## src/hw/rtl/scbp_age_mul.sv

```systemverilog
// Shift-and-add multiplier: one multiplier bit per cycle.
module scbp_age_mul #(
   parameter int unsigned A_W = 32,
   parameter int unsigned B_W = 48
) (
   input  logic               clock,
   input  logic               reset,
   input  logic               start,
   input  logic [A_W-1:0]     a,
   input  logic [B_W-1:0]     b,
   output logic               done,
   output logic [A_W+B_W-1:0] product
);
   localparam int unsigned CNT_W = $clog2(A_W + 1);

   logic [A_W-1:0]     a_ff, a_in;
   logic [A_W+B_W-1:0] b_ff, b_in, acc_ff, acc_in;
   logic [CNT_W-1:0]   cnt_ff, cnt_in;
   logic               busy_ff, busy_in;

   // One partial product is added per cycle, low bit of a first.
   always_comb begin
      a_in    = a_ff;
      b_in    = b_ff;
      acc_in  = acc_ff;
      cnt_in  = cnt_ff;
      busy_in = busy_ff;
      if (start) begin
         a_in    = a;
         b_in    = {{A_W{1'b0}}, b};
         acc_in  = '0;
         cnt_in  = CNT_W'(A_W);
         busy_in = 1'b1;
      end else if (busy_ff) begin
         if (a_ff[0]) begin
            acc_in = acc_ff + b_ff;
         end
         a_in   = a_ff >> 1;
         b_in   = b_ff << 1;
         cnt_in = cnt_ff - 1'b1;
         if (cnt_ff == CNT_W'(1)) begin
            busy_in = 1'b0;
         end
      end
   end

   always_ff @(posedge clock) begin
      if (reset) begin
         busy_ff <= 1'b0;
         cnt_ff  <= '0;
      end else begin
         busy_ff <= busy_in;
         cnt_ff  <= cnt_in;
      end
      a_ff   <= a_in;
      b_ff   <= b_in;
      acc_ff <= acc_in;
   end

   assign done    = busy_ff && (cnt_ff == CNT_W'(1)) && !start;
   assign product = a_ff[0] ? (acc_ff + b_ff) : acc_ff;
endmodule

```

## config.mk

```make
export PLATFORM = sky130hd
export DESIGN_NAME = scbp_age_mul
export DESIGN_NICKNAME = d
export VERILOG_FILES = /design/src/hw/rtl/scbp_age_mul.sv
export SDC_FILE = /design/constraint.sdc
export NUM_CORES = 1
export LEC_CHECK = 0
export BUFFER_PORTS_ARGS = -buffer_cell sky130_fd_sc_hd__buf_2
export CAP_MARGIN = 20
export CORE_MARGIN = 4
export CORE_UTILIZATION = 51
export CTS_BUF_LIST = sky130_fd_sc_hd__clkbuf_16
export CTS_CLUSTER_SIZE = 16
export DETAILED_ROUTE_END_ITERATION = 10
export PLACE_DENSITY_LB_ADDON = 0.15
export SYNTH_ARGS = -nofsm -noshare
export SYNTH_HDL_FRONTEND = slang
export SYNTH_SLANG_ARGS = --single-unit
```

## constraint.sdc

```tcl
create_clock -name clock -period 4.05 [get_ports clock]
set_input_delay 0.6075 -clock clock [delete_from_list [all_inputs] [get_ports clock]]
set_output_delay 0.6075 -clock clock [all_outputs]
set_load 0.02 [all_outputs]
```

---- After elaboration in Yosys (flattened, before gate mapping) ----
Index checks and enable logic that the tools add are counted.
storage, ports and cells
  flip-flop bits (word level) ............. 199
  input bits .............................. 83
  output and inout bits ................... 81
  word-level logic and storage cells ...... 25
operators by class
  muxes and demuxes ....................... 10
  eq/ne operators ......................... 1
  reductions and logical operators ........ 5
  $add $sub $neg .......................... 2
operator list
  cell                 count
  $mux 48              2
  $add 80x80->80       1
  $mux 80              1
  $mux 32              2
  $mux 6               2
  $eq 6x1->1 const B   1
  $sub 6x1->6 const B  1
  $mux 1               3
  $logic_and 1x1->1    2
  $reduce_bool 2->1    1
  $reduce_or 2->1      1
  $logic_not 1->1      1

---- Logic depth before layout (Yosys ltp) ----
Gate-level depths: netlist of the first run.
  depth in word-level cells ............... 4
  gate-level depth with buffers ........... 13
  depth with buffers taken out ............ 13

---- Worst setup path before layout of the first run ----
OpenSTA, ideal clock, no wires.
  path kind ............................... reg2out
  start ................................... reg b_ff[19]
  end ..................................... out product[71]
  cell stages (with the launch flop) ...... 12
  arrival time ............................ 3.194 ns
  path buffers ............................ 1
  required time ........................... 3.442 ns
  setup slack ............................. 0.249 ns
  cells stage by stage .................... edfxtp_1 > ha_1 > buf_4 > nand4_1 > or3_1 > nor2_1 > a211oi_2 > a2111o_1 > a211o_2 > a21oi_1 > nor3_1 > o31ai_1
between the ends
  cells in the longest elaborated chain, start to end .. 2
RTL lines
  item                    line  RTL
  from (decl)             17    logic [A_W+B_W-1:0] b_ff, b_in, acc_ff, acc_in;
  from (signal assigned)  56    b_ff <= b_in;
  $add 80x80->80          61    assign product = a_ff[0] ? (acc_ff + b_ff) : acc_ff;
  $mux 80                 --
  to (decl)               12    output logic [A_W+B_W-1:0] product
Every way passes these cells.

---- Final worst setup path of the first run ----
  start ................................... reg b_ff[19]
  end ..................................... out product[66]
Same word-level chain as after synthesis.

==> flow_metrics.py, run 1 <==
metrics = {
    "critical_path": {
        "worstSetupEndpoint": "product[66]",
        "worstReg2RegStart": "b_ff[19]",
        "cp.required_ns": 3.44,
        "r2r_cells": 11,
        "r2r_end": "acc_ff[75]",
        "critical_path_class": "flop to output pin",
        "startpoint_type": "flop",
        "ff2ff_setup_slack_ns": 0.69,
        "crit_fanout": 6,
        "crit_start": "b_ff[19]",
        "worstSetupEndpointType": "output pin",
        "arrival_ns": 3.67,
    },
    "route": {
        "vias_per_cell": 6.02,
        "drt_iter0_drc": 854,
        "via_count": 12546,
        "ant_nets": 0,
        "wire_per_inst_um": 19.5,
        "dr.pass1.iters": 5,
        "routed_wl_um": 40800,
        "drc": 0,
    },
    "pwr": {
        "pwr_density_cell_nw_per_um2": 352,
        "vdd.ir_drop.worst_uv": 272,
        "p_leak_nw": 7.34,
    },
    "synth": {
        "netlist-cell-type-count": 82,
        "synth-edff-count": 80,
        "synth.area.top_cells": "edfxtp_1 17%, dfxtp_1 17%, mux2_2 12%",
        "synthCells": 1510,
        "async_flop_share_pct": 0,
        "ys_seq_elements": 199,
        "yosys_most_used_dff": "dfxtp_1",
        "synth.avg_cell_area_um2": 9.10,
        "netlist_area_um2": 13700,
        "yosys.area.top_type": "edfxtp_1",
        "yosys.area.top_type_share_pct": 17.5,
        "yosysWarnings": 0,
        "synthesis.nets": 1675,
        "synth-seq-area-share_pct": 34.8,
    },
    "timing": {
        "finClkSkew_ns": 0.0169,
        "setup_ws_ns": -0.231,
        "min_period_ns": 4.28,
        "setup_viol": 23,
        "worst_slew_pin_slew_ns": 0.935,
        "max_clock_freq_mhz": 234,
        "maxSlewHeadroom_pct": 37.7,
        "hold_violations": 0,
        "rsz0062_at_grt": "true",
        "maxSlewViolCount": 0,
        "fin_crit_sh_pct": 106,
        "whs_ns": 0.435,
    },
    "cts": {
        "numCtsBuffers": 17,
        "clkSinkCount": 199,
        "cts_tree": "yes",
        "cts.path.max_buffers": 2,
        "clock_latency_ns": 0.45,
        "clk_pin_slew_ns": 0.09,
        "clock-root-buffer": "clkbuf_16",
        "h-tree-depth": 4,
    },
    "flow_run": {
        "drv_cap": 0,
    },
    "placed_design": {
        "port_buffers": 163,
        "dp_hpwl_um": 27700,
        "gp_congestion": 0.938,
        "postPlaceCellArea_um2": 15200,
    },
    "floorplan": {
        "dieArea_um2": 29600,
        "core_um2": 26300,
        "num_io_pins": 164,
        "rows": 59,
        "initial_utilization_pct": 52.3,
        "die_w_um": 172,
        "die_y_um": 172,
    },
    "layout": {
        "final_nets": 1902,
        "layout_common_cells": "149 x nand2_1, 141 x nor2_1, 136 x buf_2",
        "area_growth_pct": 29.0,
        "fillCellCount": 2133,
        "final_core_util_pct": 67.5,
        "layout_commonest_cell": "nand2_1",
        "drive_gt1_share_pct": 38.6,
        "insertedDiodeCount": 0,
        "stdcell_area_um2": 17700,
    },
    "global_route": {
        "grt_pass1_wl_um": 62500,
        "antenna_found_initial": 0,
        "grt_pass1_vias": 12209,
        "grt_max_degree": 156,
        "globalRouteTotalUtil_pct": 26.1,
        "overflow": 0,
    },
    "outcome": {
        "violations": "negative setup slack",
        "status": "complete, but fails checks",
    },
    "hold_path": {
        "worst_hold_path.num_cells": 2,
        "hold_path_class": "primary input to flop",
    },
}
==> critical path, cell delays in order (launching register included) <==
cell	delay, ns
edfxtp_1	0.39
ha_1	0.33
buf_4	0.15
buf_6	0.12
nand4_1	0.18
o22ai_2	0.11
o311ai_1	0.29
nand2_1	0.15
a21o_1	0.23
o41ai_2	0.22
buf_4	0.18
o221a_4	0.22
buf_6	0.12
o21ai_1	0.07
xnor2_1	0.21
o21ai_1	0.08
buf_4	0.16
==> per-stage QoR <==
step	cells	setup WS, ns	TNS (ns)	power [mW]
after floorplan	1510	0.249	0	3.59
after global placement	1993	0.0507	0	4.13
after detailed placement	1993	-0.0695	-0.0695	4.14
after CTS	2049	-0.150	-0.899	6.00
after global routing	2085	-0.385	-6.02	6.51
final	2085	-0.231	-2.91	6.24
==> power breakdown <==
group / switching (mW) / internal (mW)
combinational: 1.18 / 0.951
sequential: 0.134 / 2.25
clock: 0.906 / 0.818
total: 2.22 / 4.02
==> state kept, by name, indices dropped and copies added (netlist names) <==
name	cells
busy_ff	1
a_ff	32
cnt_ff	6
acc_ff	80
b_ff	80
==> kinds of logic after synthesis <==
group / after synthesis / synth area share [%]
compound gates: 371 / 17.6
xor+xnor: 77 / 4.91
fa+ha+maj: 82 / 7.52
buf+inv: 105 / 3.27
flops: 199 / 34.8
mux: 211 / 16.7
simple gates: 465 / 15.3
==> synthesized netlist by cell type, types with 9 or more instances <==
library cell / instances
ha_1: 81
nand4_1: 30
buf_1: 12
nand3_1: 36
o21ai_0: 68
mux2_2: 145
xor2_1: 30
o21bai_1: 15
inv_1: 18
a211oi_1: 10
nor2_1: 149
a21o_1: 32
xnor2_1: 47
dfxtp_1: 119
o21ai_1: 9
a21oi_1: 121
nand2_1: 153
mux2i_1: 66
a31oi_1: 12
clkbuf_1: 60
edfxtp_1: 80
nor3_1: 41
o21a_1: 19
==> cell type report <==
cell class | instances | area, um^2 | area share, %
inverter | 20 | 75.1 | 0.423
clock buffer | 17 | 425 | 2.40
timing repair buffer | 293 | 2000 | 11.3
tap | 335 | 419 | 2.36
multi-input combinational | 1206 | 9890 | 55.8
clock inverter | 15 | 140 | 0.790
sequential | 199 | 4790 | 27.0
==> worst min-delay path by stage <==
stage	from	end	slack, ns
2_1_floorplan	acc_ff[24]	acc_ff[24]	0.45
3_3_place_gp	acc_ff[36]	acc_ff[36]	0.46
3_5_place_dp	acc_ff[49]	acc_ff[49]	0.47
4_1_cts	a[31]	a_ff[31]	0.42
5_1_grt	a[31]	a_ff[31]	0.44
6_report	a[31]	a_ff[31]	0.43
==> metal layers <==
layer | up-vias | track usage [%] | routed length (um)
met5 | - | 0 | 0
met2 | 383 | 42.6 | 19500
met4 | 0 | 9.84 | 1210
met3 | 82 | 3.84 | 2130
li1 | 6023 | - | -
met1 | 6058 | 35.1 | 17900
==> what timing repair did <==
action / CTS / global route
gates resized for setup: 167 / 185
gates cloned: 0 / 0
endpoints found under the hold margin: 0 / 0
pin swaps: 42 / 65
endpoints found under the setup margin: 43 / 42
setup buffers: 24 / 37
hold buffers: 0 / 0
Note: power is estimated with default switching activity, not from simulation.
==> run 2, diff against run 1 <==
- CORE_MARGIN: 4 -> 2
- clock period: 4.05 -> 5.45 ns (I/O delays scaled with it)
==> run 2 against run 1 <==
The flow now finishes without violations. Design area is 14% lower. Clock-buffer cell count stayed put. Sequential share of layout area is 4.2 points higher. First-iteration DRC count is 15% higher. Clock skew is 0.0041 ns higher. Worst hold slack better by 0.040 ns.
==> flow_metrics.py, run 2 (synthesized netlist as in run 1, its figures left out) <==
metrics = {
    "route": {
        "via_count": 11802,
        "drt_iter0_drc": 982,
        "drc": 0,
        "vias_per_cell": 5.97,
        "wire_per_inst_um": 18.3,
        "dr.pass1.iters": 5,
        "ant_nets": 0,
        "routed_wl_um": 36200,
    },
    "timing": {
        "fin_crit_sh_pct": 93.2,
        "hold_violations": 0,
        "maxSlewHeadroom_pct": 42.4,
        "rsz0062_at_grt": "false",
        "max_clock_freq_mhz": 197,
        "setup_viol": 0,
        "min_period_ns": 5.08,
        "finalSetupTns_ns": 0,
        "finClkSkew_ns": 0.0210,
        "maxSlewViolCount": 0,
        "whs_ns": 0.475,
        "worst_slew_pin_slew_ns": 0.864,
    },
    "critical_path": {
        "startpoint_type": "flop",
        "r2r_cells": 11,
        "worstSetupEndpointType": "output pin",
        "r2r_end": "acc_ff[74]",
        "critical_path_class": "flop to output pin",
        "ff2ff_setup_slack_ns": 1.77,
        "arrival_ns": 4.26,
        "crit_fanout": 7,
        "cp.required_ns": 4.63,
        "critical_path_buf_inv_count": 1,
        "cpPeakStageDelay_ns": 0.61,
        "crit_chain": "ha_1 > a21oi_1 > o21ai_0 > a21oi_1 > o21ai_0 > a2111oi_0 > o21ai_1 > a21oi_1 > o31ai_1 > xor2_1 > mux2_2 > buf_2",
        "cp_common_cell": "a21oi_1",
        "worstReg2RegStart": "b_ff[11]",
        "critPathSlowestCell": "a2111oi_0",
        "crit_family": "compound AO/OA/AOI/OAI gates",
    },
    "floorplan": {
        "core_um2": 26700,
        "die_w_um": 168,
        "dieArea_um2": 28300,
        "die_y_um": 168,
        "num_io_pins": 164,
        "initial_utilization_pct": 51.4,
        "rows": 60,
    },
    "outcome": {
        "status": "finished clean",
    },
    "layout": {
        "insertedDiodeCount": 0,
        "layout_common_cells": "162 x buf_2, 152 x nand2_1, 148 x nor2_1",
        "stdcell_count": 1976,
        "layout_commonest_cell": "buf_2",
        "drive_gt1_share_pct": 23.3,
        "fillCellCount": 2434,
        "area_growth_pct": 11.5,
        "final_nets": 1787,
        "top_regs": "acc_ff x80, b_ff x80, a_ff x32",
    },
    "pwr": {
        "finalPower_mw": 4.23,
        "p_leak_nw": 6.51,
        "clkPwrFrac_pct": 29.5,
        "pwr-share-comb_pct": 29.1,
        "pwr_density_cell_nw_per_um2": 276,
        "vdd.ir_drop.worst_uv": 250,
        "seqPwrFrac_pct": 41.4,
        "internal_power_mw": 2.80,
        "netSwitchingPower_mw": 1.43,
        "swShare_pct": 33.9,
    },
    "hold_path": {
        "min_to": "acc_ff[24]",
        "worst_hold_path.num_cells": 2,
        "hold_path_class": "flop to flop",
        "min_from": "acc_ff[24]",
    },
    "cts": {
        "numCtsBuffers": 17,
        "post_cts_buffers": 0,
        "clock-root-buffer": "clkbuf_16",
        "clock_latency_ns": 0.46,
        "h-tree-depth": 4,
        "clkSinkCount": 199,
        "hold_buffers": 0,
        "cts.path.max_buffers": 2,
        "clk_pin_slew_ns": 0.07,
        "post_cts_resized": 0,
        "cts_tree": "yes",
    },
    "global_route": {
        "grt_pass1_wl_um": 58300,
        "grt_max_degree": 137,
        "grt_pass1_vias": 11173,
        "overflow": 0,
        "globalRouteTotalUtil_pct": 25.6,
        "antenna_found_initial": 0,
    },
    "placed_design": {
        "dpl.cell_count": 1944,
        "dp_hpwl_um": 26400,
        "port_buffers": 163,
        "gp_congestion": 0.924,
    },
    "flow_run": {
        "drv_cap": 0,
    },
}
==> run 2: changes by cell type in the layout (fill, tap and decap cells not counted), moves of 16 or more <==
cell,delta
a21oi_1,+44
a21oi_2,-36
buf_2,+26
buf_4,-109
buf_6,-32
ha_1,+43
ha_2,-17
ha_4,-26
mux2_2,+17
mux2_4,-17
o21ai_0,+32
o21ai_1,-16
==> run 2: area by class of cell <==
class                      count  area [um^2]  share of cell area (%)
clock inverter                15          128                   0.833
tap                          341          427                    2.78
clock buffer                  17          425                    2.78
sequential                   199         4790                    31.2
multi-input combinational   1206         8520                    55.6
timing repair buffer         178          960                    6.26
inverter                      20         75.1                   0.490
==> run 2: per-stage QoR <==
step	worst slack (ns)	util, %	area (um^2)
floorplan	1.44	-	13700
global placement	0.937	55.3	14800
detailed placement	0.934	55.3	14800
CTS	0.421	57.3	15300
global route	0.210	57.3	15300
finish	0.371	57.3	15300
==> run 2: how the worst max path moves through the flow <==
stage / start / depth (start not counted) / endpoint
after floorplan: b_ff[19] / 11 / product[71]
after global placement: b_ff[19] / 11 / product[71]
after detailed placement: b_ff[36] / 12 / product[77]
after CTS: b_ff[19] / 11 / product[71]
after global routing: b_ff[19] / 11 / product[71]
final: b_ff[36] / 12 / product[77]
==> run 2: layer usage <==
metal / share of wire, % / vias to the layer above / global-route usage (%) / wire length, um
met5: 0 / - / 0 / 0
met4: 2.7 / 0 / 8.55 / 968
met3: 5.8 / 58 / 4.47 / 2100
met2: 44 / 333 / 40.4 / 16100
met1: 47 / 5600 / 35.5 / 17100
li1: - / 5811 / - / -
==> run 2: power by group through the flow <==
stage          logic [mW]  clock network [mW]  registers, mW
5_1_grt              1.35                1.32           1.77
6_report             1.23                1.25           1.75
3_5_place_dp         1.22                   0           1.78
3_3_place_gp         1.22                   0           1.78
2_1_floorplan       0.915                   0           1.75
4_1_cts              1.23                1.27           1.75
==> run 2: worst reg2reg max path: stages, from the launching register on <==
cell	delay, ns
edfxtp_1	0.40
ha_1	0.42
a21o_1	0.25
a21boi_0	0.22
o31ai_1	0.14
a41o_1	0.29
a21o_1	0.23
o41ai_1	0.55
o221a_2	0.41
o21ai_1	0.14
nor4b_1	0.18
a311o_1	0.33
==> run 3, diff against run 2 <==
- CTS_CLUSTER_DIAMETER: default -> 200
- SKIP_CTS_REPAIR_TIMING: default -> 1
- clock period: 5.45 -> 5.3 ns (I/O delays scaled with it)
==> run 3 against run 2 <==
Clock-buffer cell count did not move. Register-to-register slack got worse by 0.17 ns. Flip-flop and latch count did not move.
==> flow_metrics.py, run 3 (synthesized netlist as in run 1, its figures left out) <==
metrics = {
    "pwr": {
        "pwr_density_cell_nw_per_um2": 287,
        "finalPower_mw": 4.42,
        "p_leak_nw": 6.53,
        "vdd.ir_drop.worst_uv": 208,
    },
    "critical_path": {
        "crit_fanout": 8,
        "cp.required_ns": 4.51,
        "worstSetupEndpointType": "output pin",
        "startpoint_type": "flop",
        "cpPeakStageDelay_ns": 0.57,
        "critPathSlowestCell": "a2111o_1",
        "arrival_ns": 4.35,
        "critical_path_class": "flop to output pin",
        "crit_chain": "ha_1 > nand4_1 > or3_1 > nor2_1 > a211oi_2 > a2111o_1 > a211o_2 > a21oi_1 > nor3_1 > o31ai_1 > buf_2",
    },
    "layout": {
        "insertedDiodeCount": 0,
        "final_nets": 1786,
        "multiInputGateArea_um2": 8520,
        "register_area_um2": 4790,
        "layout_common_cells": "162 x buf_2, 151 x nand2_1, 148 x nor2_1",
        "layout_commonest_cell": "buf_2",
        "drive_gt1_share_pct": 23.6,
        "top_regs": "acc_ff x80, b_ff x80, a_ff x32",
        "fillCellCount": 2453,
        "area_growth_pct": 11.9,
        "stdcell_area_um2": 15400,
    },
    "floorplan": {
        "dieArea_um2": 28300,
        "rows": 60,
        "initial_utilization_pct": 51.4,
        "core_um2": 26700,
        "die_w_um": 168,
        "die_y_um": 168,
        "num_io_pins": 164,
    },
    "cts": {
        "cts_tree": "yes",
        "clkSinkCount": 199,
        "clock-root-buffer": "clkbuf_16",
        "clock_latency_ns": 0.46,
        "h-tree-depth": 4,
        "cts.path.max_buffers": 2,
        "numCtsBuffers": 17,
        "clk_pin_slew_ns": 0.09,
    },
    "timing": {
        "min_period_ns": 5.15,
        "worst_slew_pin_slew_ns": 1.11,
        "maxSlewViolCount": 0,
        "maxSlewHeadroom_pct": 25.7,
        "finalSetupTns_ns": 0,
        "finClkSkew_ns": 0.0193,
        "whs_ns": 0.479,
        "rsz0062_at_grt": "false",
        "max_clock_freq_mhz": 194,
        "setup_viol": 0,
        "hold_violations": 0,
        "fin_crit_sh_pct": 97.1,
    },
    "placed_design": {
        "port_buffers": 163,
        "dp_hpwl_um": 26200,
        "postPlaceCellArea_um2": 14800,
        "gp_congestion": 0.919,
    },
    "global_route": {
        "overflow": 0,
        "antenna_found_initial": 0,
        "globalRouteTotalUtil_pct": 25.4,
        "grt_pass1_vias": 11293,
        "grt_pass1_wl_um": 58300,
        "grt_max_degree": 173,
    },
    "route": {
        "wire_per_inst_um": 18.3,
        "vias_per_cell": 5.92,
        "ant_nets": 0,
        "via_count": 11699,
        "drt_iter0_drc": 920,
        "dr.pass1.iters": 5,
        "drc": 0,
        "routed_wl_um": 36200,
    },
    "flow_run": {
        "drv_cap": 0,
    },
    "outcome": {
        "status": "finished clean",
    },
    "hold_path": {
        "hold_path_class": "flop to flop",
    },
}
run 3: worst paths after layout:
check / startpoint / to / slack, ns / cells after the start
max: b_ff[21] / product[71] / 0.15 / 11
min: acc_ff[42] / acc_ff[42] / 0.48 / 2
max reg2reg: b_ff[4] / acc_ff[57] / 1.60 / 11
min reg2reg: acc_ff[42] / acc_ff[42] / 0.48 / 2
run 3: cell type report:
cell class / count / area share, %
flip-flops and latches: 199 / 31.1
clock buffers: 17 / 2.77
clock inverters: 15 / 1.20
inverters: 20 / 0.488
well taps: 341 / 2.77
multi-input cells: 1206 / 55.4
repair buffers: 177 / 6.19
run 3: metal layers:
layer / global-route usage (%) / part of all wire (%) / vias up
li1: - / - / 5794
met1: 35.7 / 48 / 5548
met2: 41.0 / 45 / 321
met3: 4.35 / 5.3 / 36
met4: 6.11 / 1.5 / 0
met5: 0 / 0 / -
run 3: where the power goes:
| part | leakage, nW | internal, mW | switching (mW) |
|---|---|---|---|
| sequential | 1.77 | 1.72 | 0.0796 |
| combinational | 4.46 | 0.504 | 0.766 |
| clock | 0.297 | 0.640 | 0.709 |
run 3: through the flow:
step	util (%)	cells	setup slack, ns
6_report	57.5	1975	0.154
5_1_grt	57.5	1975	0.0210
4_1_cts	57.5	1975	0.228
3_5_place_dp	55.3	1943	0.767
3_3_place_gp	55.3	1943	0.819
2_1_floorplan	-	1510	1.31
run 3: critical path: cells and delay by family (launching register included):
kind                       cells  cell delay [ns]
AOI/OAI and AO/OA              5             1.85
and+or+nand+nor                4             0.90
adders and majority gates      1             0.50
DFF                            1             0.41
buffers and inverters          1             0.25
